===== src/sv/pcc_pkg.sv =====
// Shared types, codes and reset constants of the prefix code codec.
// No dependencies; every other file of the block refers to this package by scoped names.
package pcc_pkg;

   localparam int MAX_RULES_DEF = 4;
   localparam int RES_MAX       = 8;   // most results one transaction can cause
   localparam int RES_IDX_W     = 3;
   localparam int RES_CNT_W     = 4;
   localparam int CSR_IDX_W     = 3;
   localparam int CSR_DATA_W    = 20;
   localparam int USE_W         = 3;

   // commands
   localparam logic [1:0] CMD_DECODE = 2'd0;
   localparam logic [1:0] CMD_ENCODE = 2'd1;
   localparam logic [1:0] CMD_FLUSH  = 2'd2;

   // result kinds
   localparam logic [1:0] KIND_SYMBOL  = 2'd0;
   localparam logic [1:0] KIND_PACKED  = 2'd1;
   localparam logic [1:0] KIND_PADDED  = 2'd2;
   localparam logic [1:0] KIND_UNKNOWN = 2'd3;

   // register indexes
   localparam logic [CSR_IDX_W-1:0] CSR_RULE_ZERO    = 3'd0;
   localparam logic [CSR_IDX_W-1:0] CSR_RULES_IN_USE = 3'd4;

   typedef struct packed {
      logic [3:0] len;
      logic [7:0] code;
      logic [7:0] sym;
   } rule_type;

   localparam rule_type RULE_ZERO_RST  = 20'h10045;
   localparam rule_type RULE_ONE_RST   = 20'h20241;
   localparam rule_type RULE_TWO_RST   = 20'h30654;
   localparam rule_type RULE_THREE_RST = 20'h3074E;
   localparam logic [USE_W-1:0] RULES_IN_USE_RST = 3'd4;

   typedef struct packed {
      logic [1:0] command;
      logic [7:0] data_byte;
   } item_type;

   typedef struct packed {
      logic [7:0] store;
      logic [2:0] fill;
   } pack_type;

   typedef struct packed {
      logic [RES_CNT_W-1:0]          num;
      logic [RES_MAX-1:0][1:0]       kind;
      logic [RES_MAX-1:0][7:0]       value;
   } batch_type;

   function automatic rule_type rule_reset(input int idx);
      rule_type r;
      case (idx)
         0:       r = RULE_ZERO_RST;
         1:       r = RULE_ONE_RST;
         2:       r = RULE_TWO_RST;
         default: r = RULE_THREE_RST;
      endcase
      return r;
   endfunction

endpackage


===== src/sv/pcc_if.sv =====
// Handshake channel interfaces of the prefix code codec: request, response, register write.
// Depends on pcc_pkg for field widths.
interface pcc_req_if;
   logic       valid;
   logic       ready;
   logic [1:0] command;
   logic [7:0] data_byte;
   modport source (output valid, output command, output data_byte, input ready);
   modport sink   (input valid, input command, input data_byte, output ready);
endinterface

interface pcc_rsp_if;
   logic       valid;
   logic       ready;
   logic [1:0] kind;
   logic [7:0] value;
   logic       last;
   modport source (output valid, output kind, output value, output last, input ready);
   modport sink   (input valid, input kind, input value, input last, output ready);
endinterface

interface pcc_csr_if;
   logic                             valid;
   logic                             ready;
   logic [pcc_pkg::CSR_IDX_W-1:0]    index;
   logic [pcc_pkg::CSR_DATA_W-1:0]   data;
   modport source (output valid, output index, output data, input ready);
   modport sink   (input valid, input index, input data, output ready);
endinterface


===== src/sv/pcc_engine.sv =====
// Combinational core of the prefix code codec: turns one staged transaction into its batch
// of results and the next encoder state. Depends on pcc_pkg.
module pcc_engine #(
   parameter int MAX_RULES = pcc_pkg::MAX_RULES_DEF
) (
   input  pcc_pkg::item_type                    item,
   input  pcc_pkg::rule_type [MAX_RULES-1:0]    rules,
   input  logic [pcc_pkg::USE_W-1:0]            n_active,
   input  pcc_pkg::pack_type                    pack,
   output pcc_pkg::pack_type                    pack_in,
   output pcc_pkg::batch_type                   batch
);

   logic [7:0]                      sh;
   logic [3:0]                      cnt;
   logic [pcc_pkg::RES_CNT_W-1:0]   res_n;
   logic                            hit;
   logic [7:0]                      hsym;
   logic                            found;
   logic [7:0]                      e_code;
   logic [3:0]                      e_len;
   logic [15:0]                     mask16;
   logic [14:0]                     code_m;
   logic [23:0]                     word;
   logic [4:0]                      total;
   logic [2:0]                      nfill;

   always_comb begin
      batch   = '0;
      pack_in = pack;
      sh      = 8'd0;
      cnt     = 4'd0;
      res_n   = '0;
      hit     = 1'b0;
      hsym    = 8'd0;
      found   = 1'b0;
      e_code  = 8'd0;
      e_len   = 4'd0;
      mask16  = 16'd0;
      code_m  = 15'd0;
      word    = 24'd0;
      total   = 5'd0;
      nfill   = 3'd0;
      case (item.command)
         pcc_pkg::CMD_DECODE: begin
            for (int i = 0; i < 8; i++) begin
               sh = {sh[6:0], item.data_byte[7-i]};
               if (cnt != 4'd8) begin
                  cnt = cnt + 4'd1;
               end
               hit  = 1'b0;
               hsym = 8'd0;
               // walk backwards so the first rule in order wins
               for (int r = MAX_RULES - 1; r >= 0; r--) begin
                  if (pcc_pkg::USE_W'(r) < n_active && cnt == rules[r].len &&
                      sh == rules[r].code) begin
                     hit  = 1'b1;
                     hsym = rules[r].sym;
                  end
               end
               if (hit) begin
                  batch.kind[res_n[pcc_pkg::RES_IDX_W-1:0]]  = pcc_pkg::KIND_SYMBOL;
                  batch.value[res_n[pcc_pkg::RES_IDX_W-1:0]] = hsym;
                  res_n = res_n + 4'd1;
                  sh    = 8'd0;
                  cnt   = 4'd0;
               end
            end
            batch.num = res_n;
         end
         pcc_pkg::CMD_ENCODE: begin
            for (int r = MAX_RULES - 1; r >= 0; r--) begin
               if (pcc_pkg::USE_W'(r) < n_active && rules[r].sym == item.data_byte) begin
                  found  = 1'b1;
                  e_code = rules[r].code;
                  e_len  = rules[r].len;
               end
            end
            if (found) begin
               // code bits above bit 7 read as zero; bits above the length are dropped
               mask16 = (16'd1 << e_len) - 16'd1;
               code_m = 15'({8'd0, e_code} & mask16);
               word   = (24'(pack.store) << e_len) | 24'(code_m);
               total  = 5'(pack.fill) + 5'(e_len);
               nfill  = total[2:0];
               batch.kind[0]  = pcc_pkg::KIND_PACKED;
               batch.kind[1]  = pcc_pkg::KIND_PACKED;
               batch.value[0] = 8'(word >> (total - 5'd8));
               batch.value[1] = 8'(word >> (total - 5'd16));
               batch.num      = pcc_pkg::RES_CNT_W'(total[4:3]);
               pack_in.fill   = nfill;
               pack_in.store  = word[7:0] & ((8'd1 << nfill) - 8'd1);
            end else begin
               batch.kind[0]  = pcc_pkg::KIND_UNKNOWN;
               batch.value[0] = item.data_byte;
               batch.num      = 4'd1;
            end
         end
         pcc_pkg::CMD_FLUSH: begin
            if (pack.fill != 3'd0) begin
               batch.kind[0]  = pcc_pkg::KIND_PADDED;
               batch.value[0] = 8'(pack.store << (4'd8 - 4'(pack.fill)));
               batch.num      = 4'd1;
            end
            pack_in = '0;
         end
         default: begin
            // unused command: no result, state kept
            batch = '0;
         end
      endcase
   end

endmodule


===== src/sv/prefix_code_codec.sv =====
// Top level of the prefix code codec: staging register, rule table, encoder state and
// result batch register. Depends on pcc_pkg, pcc_if and pcc_engine.
//
// A request transaction is accepted every cycle as long as the result side keeps up. Each
// request is held in the staging register until the batch register is free, then passes
// through the decode/encode logic into the batch register, which offers its first result.
// The batch register hands out one result per cycle while the response side is ready: a
// request with k results (decode up to 8, encode up to 2, flush 0 or 1, unknown symbol 1)
// occupies the response port until all k are taken, and the next request moves up in the
// cycle its last result is taken. A request without results offers none. Register writes
// are always accepted and take effect in the next cycle.
module prefix_code_codec #(
   parameter int MAX_RULES = pcc_pkg::MAX_RULES_DEF
) (
   input  logic       clock,
   input  logic       reset,
   pcc_req_if.sink    req_chan,
   pcc_rsp_if.source  rsp_chan,
   pcc_csr_if.sink    csr_chan
);

   pcc_pkg::rule_type [MAX_RULES-1:0]   rule_ff;
   logic [pcc_pkg::USE_W-1:0]           rules_in_use_ff;
   logic [pcc_pkg::USE_W-1:0]           n_active;

   logic                                stg_valid_ff;
   pcc_pkg::item_type                   stg_item_ff;

   pcc_pkg::pack_type                   pack_ff;
   pcc_pkg::pack_type                   pack_in;
   pcc_pkg::batch_type                  batch_in;

   logic                                bat_busy_ff;
   logic [pcc_pkg::RES_IDX_W-1:0]       bat_rd_ff;
   logic [pcc_pkg::RES_CNT_W-1:0]       bat_num_ff;
   logic [pcc_pkg::RES_MAX-1:0][1:0]    bat_kind_ff;
   logic [pcc_pkg::RES_MAX-1:0][7:0]    bat_value_ff;

   logic                                rsp_take;
   logic                                bat_last;
   logic                                bat_free;
   logic                                stg_advance;
   logic                                req_take;

   assign n_active = (rules_in_use_ff > pcc_pkg::USE_W'(MAX_RULES)) ?
                     pcc_pkg::USE_W'(MAX_RULES) : rules_in_use_ff;

   assign bat_last    = (pcc_pkg::RES_CNT_W'(bat_rd_ff) + 4'd1) == bat_num_ff;
   assign rsp_take    = bat_busy_ff && rsp_chan.ready;
   assign bat_free    = !bat_busy_ff || (rsp_take && bat_last);
   assign stg_advance = stg_valid_ff && bat_free;
   assign req_take    = req_chan.valid && req_chan.ready;

   assign req_chan.ready = !stg_valid_ff || stg_advance;
   assign csr_chan.ready = 1'b1;

   assign rsp_chan.valid = bat_busy_ff;
   assign rsp_chan.kind  = bat_kind_ff[bat_rd_ff];
   assign rsp_chan.value = bat_value_ff[bat_rd_ff];
   assign rsp_chan.last  = bat_last;

   pcc_engine #(
      .MAX_RULES (MAX_RULES)
   ) u_engine (
      .item     (stg_item_ff),
      .rules    (rule_ff),
      .n_active (n_active),
      .pack     (pack_ff),
      .pack_in  (pack_in),
      .batch    (batch_in)
   );

   // register table
   always_ff @(posedge clock) begin
      if (reset) begin
         for (int i = 0; i < MAX_RULES; i++) begin
            rule_ff[i] <= pcc_pkg::rule_reset(i);
         end
         rules_in_use_ff <= pcc_pkg::RULES_IN_USE_RST;
      end else if (csr_chan.valid) begin
         for (int i = 0; i < MAX_RULES; i++) begin
            if (csr_chan.index == pcc_pkg::CSR_RULE_ZERO + pcc_pkg::CSR_IDX_W'(i)) begin
               rule_ff[i] <= pcc_pkg::rule_type'(csr_chan.data);
            end
         end
         if (csr_chan.index == pcc_pkg::CSR_RULES_IN_USE) begin
            rules_in_use_ff <= csr_chan.data[pcc_pkg::USE_W-1:0];
         end
      end
   end

   // staging register
   always_ff @(posedge clock) begin
      if (reset) begin
         stg_valid_ff <= 1'b0;
      end else if (req_chan.ready) begin
         stg_valid_ff <= req_chan.valid;
      end
   end

   always_ff @(posedge clock) begin
      if (req_take) begin
         stg_item_ff <= '{command: req_chan.command, data_byte: req_chan.data_byte};
      end
   end

   // encoder state advances with the transaction that leaves the staging register
   always_ff @(posedge clock) begin
      if (reset) begin
         pack_ff <= '0;
      end else if (stg_advance) begin
         pack_ff <= pack_in;
      end
   end

   // result batch control
   always_ff @(posedge clock) begin
      if (reset) begin
         bat_busy_ff <= 1'b0;
         bat_rd_ff   <= '0;
         bat_num_ff  <= '0;
      end else if (stg_advance) begin
         bat_busy_ff <= batch_in.num != '0;
         bat_rd_ff   <= '0;
         bat_num_ff  <= batch_in.num;
      end else if (rsp_take) begin
         if (bat_last) begin
            bat_busy_ff <= 1'b0;
         end else begin
            bat_rd_ff <= bat_rd_ff + 3'd1;
         end
      end
   end

   always_ff @(posedge clock) begin
      if (stg_advance) begin
         bat_kind_ff  <= batch_in.kind;
         bat_value_ff <= batch_in.value;
      end
   end

endmodule


===== src/flat_wrapper.sv =====
// flat-port wrapper written by rule: the top's interface ports become plain ports
module prefix_code_codec_flat 
#(
   parameter int MAX_RULES = pcc_pkg::MAX_RULES_DEF
)
  (clock, reset, req_chan_valid, req_chan_command, req_chan_data_byte, req_chan_ready, rsp_chan_valid, rsp_chan_kind, rsp_chan_value, rsp_chan_last, rsp_chan_ready, csr_chan_valid, csr_chan_index, csr_chan_data, csr_chan_ready);
  pcc_req_if req_chan_i ();
  pcc_rsp_if rsp_chan_i ();
  pcc_csr_if csr_chan_i ();
  input  logic clock;
  input  logic reset;
  input wire logic [$bits(req_chan_i.valid)-1:0] req_chan_valid;
  input wire logic [$bits(req_chan_i.command)-1:0] req_chan_command;
  input wire logic [$bits(req_chan_i.data_byte)-1:0] req_chan_data_byte;
  output wire logic [$bits(req_chan_i.ready)-1:0] req_chan_ready;
  output wire logic [$bits(rsp_chan_i.valid)-1:0] rsp_chan_valid;
  output wire logic [$bits(rsp_chan_i.kind)-1:0] rsp_chan_kind;
  output wire logic [$bits(rsp_chan_i.value)-1:0] rsp_chan_value;
  output wire logic [$bits(rsp_chan_i.last)-1:0] rsp_chan_last;
  input wire logic [$bits(rsp_chan_i.ready)-1:0] rsp_chan_ready;
  input wire logic [$bits(csr_chan_i.valid)-1:0] csr_chan_valid;
  input wire logic [$bits(csr_chan_i.index)-1:0] csr_chan_index;
  input wire logic [$bits(csr_chan_i.data)-1:0] csr_chan_data;
  output wire logic [$bits(csr_chan_i.ready)-1:0] csr_chan_ready;
  assign req_chan_i.valid = req_chan_valid;
  assign req_chan_i.command = req_chan_command;
  assign req_chan_i.data_byte = req_chan_data_byte;
  assign req_chan_ready = req_chan_i.ready;
  assign rsp_chan_valid = rsp_chan_i.valid;
  assign rsp_chan_kind = rsp_chan_i.kind;
  assign rsp_chan_value = rsp_chan_i.value;
  assign rsp_chan_last = rsp_chan_i.last;
  assign rsp_chan_i.ready = rsp_chan_ready;
  assign csr_chan_i.valid = csr_chan_valid;
  assign csr_chan_i.index = csr_chan_index;
  assign csr_chan_i.data = csr_chan_data;
  assign csr_chan_ready = csr_chan_i.ready;
  prefix_code_codec #(.MAX_RULES(MAX_RULES)) u_core (.clock(clock), .reset(reset), .req_chan(req_chan_i), .rsp_chan(rsp_chan_i), .csr_chan(csr_chan_i));
endmodule

===== config.mk =====
export PLATFORM = sky130hd
export DESIGN_NAME = prefix_code_codec_flat
export DESIGN_NICKNAME = d
export VERILOG_FILES = /design/src/sv/pcc_pkg.sv /design/src/sv/pcc_if.sv /design/src/sv/pcc_engine.sv /design/src/sv/prefix_code_codec.sv /design/src/flat_wrapper.sv
export SDC_FILE = /design/constraint.sdc
export NUM_CORES = 1
export LEC_CHECK = 0
export ABC_CLOCK_PERIOD_IN_PS = 36700
export BUFFER_PORTS_ARGS = -buffer_cell sky130_fd_sc_hd__clkbuf_2
export CORE_MARGIN = 10
export CORE_UTILIZATION = 50
export CTS_BUF_LIST = sky130_fd_sc_hd__clkbuf_8
export DETAILED_ROUTE_END_ITERATION = 7
export PLACE_DENSITY = 0.66
export SLEW_MARGIN = 20
export SYNTH_ARGS = -nofsm -noshare
export SYNTH_HDL_FRONTEND = slang
export SYNTH_SLANG_ARGS = --single-unit

===== constraint.sdc =====
create_clock -name clock -period 36.7 [get_ports clock]
set_input_delay 7.34 -clock clock [delete_from_list [all_inputs] [get_ports clock]]
set_output_delay 7.34 -clock clock [all_outputs]
set_load 0.03 [all_outputs]

==> key figures <==
Outcome
  • Outcome: completed

Synthesis
  • Syn Std Cell Area: 23400 µm²
  • Syn Nets: 3408
  • Mean Syn Cell Area: 6.99 µm²
  • Primary FF master, synth: dfxtp_1
  • Seq/Total Area, Yosys: 0.187
  • Yosys reg bits: 180
  • Ys async rst share: 0
  • Top area cells in the synthesized netlist: edfxtp_1 9.9%, dfxtp_1 8.8%, nand2_1 7.9%, a21oi_1 7.2%, mux2i_1 6.7%
  • Synth top area share: 0.0990
  • Synth unique cells: 118
  • Synth Warn #: 0
  • Mapped Cells: 3342
  • Number of flops mapped to enable cells by yosys: 77
  • Cell taking the most area after synthesis: edfxtp_1

Timing
  • WHS: 476 ps
  • Slew Viols, Final: 0
  • Post-layout min period: 21610 ps
  • Setup Skew: 25.0 ps
  • Final Hold Fails: 0
  • F_max: 0.0463 GHz
  • Least-Margin Pin Slew: 1190 ps
  • Relative slew slack: 0.203
  • Final Setup Violations: 0
  • Final Cycle Share: 0.589
  • RSZ-0062 raised after global routing: no
  • Fin Setup TNS: 0 ps

Clocking
  • Post-CTS Setup Inserts: 0
  • Clock root buffer: clkbuf_8
  • Cts bufs inserted: 17
  • Sink Count: 180
  • CTS tree: done
  • Skew-Pair Late Insertion Delay: 580 ps
  • H-tree level count: 4
  • Register clock-pin slew on the reported worst setup and hold paths: 120 ps
  • Bufs on Longest Clock Path: 2
  • Hold_buf cts: 0
  • Post-cts sizing count: 0

Place
  • Port bufs: 50
  • Post-DP Area: 23900 µm²
  • GP Congestion: 1.07
  • Placed wire-length estimate: 83100 µm

Setup path
  • Setup crit start kind: flip-flop
  • CP top delay family: simple AND/OR/NAND/NOR gates
  • Crit Path Max Fanout: 23
  • Element type at the critical path end: flip-flop
  • Worst path required time: 37030 ps
  • Buffers & Inverters on Critical Path: 3
  • Cell repeated most along the worst path: ha_1
  • CP max stage delay: 1120 ps
  • Slowest cell on crit path: edfxtp_1
  • Worst EP arrival: around 22000 ps
  • CP Class: reg -> reg

Cells and area
  • Finished Cell Area: roughly 24000 µm²
  • Most frequent cells in the layout: 491 x nand2_1, 337 x a21oi_1, 301 x nor2_1
  • Fill count: 4584
  • Ant diodes: 0
  • Multi-input combinational cell area: approximately 17000 µm²
  • Final Core Density: 0.525
  • Area Overhead vs Synth: 4.26%
  • Register area: 4370 µm²
  • Nets: 3272
  • Share of layout cells above drive strength 1: 0.112
  • Commonest non-fill, non-tap cell in the layout: nand2_1

Pwr
  • Pwr dens: 50.2 nW/µm²
  • Leakage: 8.83 nW
  • Gate power share: 0.690
  • Pwr Total: roughly 1.2 mW
  • P_sw: between 0.6 and 0.7 mW
  • Reg power frac: 0.185
  • Peak VDD IR: 0.0346 mV
  • Clk network pwr share: 0.125
  • Sw Ratio: 0.536
  • Pint: around 0.57 mW

Detailed routing
  • Via-to-Cell Ratio: roughly 7.1
  • Via count: 27000
  • Drt total wl: 111000 µm
  • Routed Antenna Nets: 0
  • Avg WL per Cell: 29.1 µm
  • Initial drt markers: ~4200
  • DRC violations left: 0
  • DRT Pass-1 Iters: 7

Global routing
  • First-pass GRT wire length: 164000 µm
  • Initial antenna violation count: 1
  • Total track usage: 0.381
  • Vias in the first global route: 24900
  • Pin count of the biggest net entering global routing: 70
  • Grt total ovfl: 0

Die
  • DIE WIDTH: 236 µm
  • Die ar.: 55800 µm²
  • Initial core utilization: 0.504
  • Placement Rows: 79
  • Die Height: 236 µm
  • Core area: around 46000 µm²
  • IO Pins: 52

Run
  • MaxCap Viol Count: 0

Hold path
  • Hold/Removal Path Class: reg -> reg
## synth_stat cells, drive strengths merged, types with 11 or more instances
cell and instances:
nand2 493, a21oi 339, nor2 305, clkbuf 253
o21ai 246, mux2i 157, xnor2 123, nand3 119
dfxtp 103, nor3 102, edfxtp 77, xor2 76
mux2 75, inv 71, buf 59, a211oi 43
nor4 42, nor2b 39, a31oi 35, nand3b 35
and2 31, o22ai 31, and3 30, nand2b 30
ha 26, nand4 26, o31ai 25, a21o 19
or3 18, or4 18, mux4 16, o2111ai 16
a21boi 15, and4 15, a221oi 14, o211ai 14
a22oi 12, nor4b 12, o221ai 12, o21a 11
## per-layer routing
layer / vias to the layer above / part of all wire / global-route usage / routed length [µm]
met5: - / 0.00012 / 0 / 13
met1: 12900 / 0.40 / 0.514 / 44400
met2: 2022 / 0.42 / 0.552 / 46500
met4: 2 / 0.043 / 0.167 / 4800
li1: 11800 / - / - / -
met3: 330 / 0.14 / 0.110 / 15800
## power groups by stage
stage | sequential [mW] | combinational, mW | clock (mW)
finish | 0.226 | 0.844 | 0.152
global route | 0.226 | 0.889 | 0.160
CTS | 0.225 | 0.812 | 0.153
detailed placement | 0.230 | 0.808 | 0
global placement | 0.229 | 0.805 | 0
floorplan | 0.225 | 0.585 | 0
## flip-flops by register name, summed over array words and instances, names as in the netlist
register,count
u_core.rule_ff,80
u_core.bat_value_ff,64
u_core.pack_ff,11
u_core.stg_item_ff,10
u_core.bat_num_ff,4
u_core.bat_kind_ff,3
u_core.bat_rd_ff,3
u_core.rules_in_use_ff,3
u_core.rsp_chan.valid,1
u_core.stg_valid_ff,1
## tightest hold or removal path: stages, from the launching register on
cell     delay [ps]
dfxtp_1         330
nand2_1          50
a21oi_1          50
## cell type report
class | instances | share of cell area
flip-flops and latches | 180 | 0.180
clock inverters | 15 | 0.00760
clock buffers | 17 | 0.00961
well taps | 607 | 0.0312
inverters | 75 | 0.0117
multi-input cells | 2775 | 0.717
repair buffers | 157 | 0.0434
## kinds of logic after synthesis
group,synth area share
AOI/OAI and AO/OA,0.256
xor gates and xnor gates,0.0749
adders and majority gates,0.0156
buffers and inverters,0.0672
DFF,0.187
muxes,0.119
other,0.000161
and+or+nand+nor,0.280
## stage by stage
stage / worst slack, ps / std cells
floorplan: 19170 / 3342
global placement: 16430 / 3793
detailed placement: 15840 / 3793
CTS: 15720 / 3825
global route: 13850 / 3826
finish: 15100 / 3826
## final timing paths
kind	startpoint	end	slack, ps	depth (start not counted)
setup / recovery	u_core.stg_item_ff[7]	u_core.bat_value_ff[63]	15100	71
setup reg to reg	u_core.stg_item_ff[7]	u_core.bat_value_ff[63]	15100	71
hold reg to reg	u_core.bat_num_ff[2]	u_core.bat_num_ff[2]	480	2
hold / removal	u_core.bat_num_ff[2]	u_core.bat_num_ff[2]	480	2
Power figures use the tool's default switching activity.
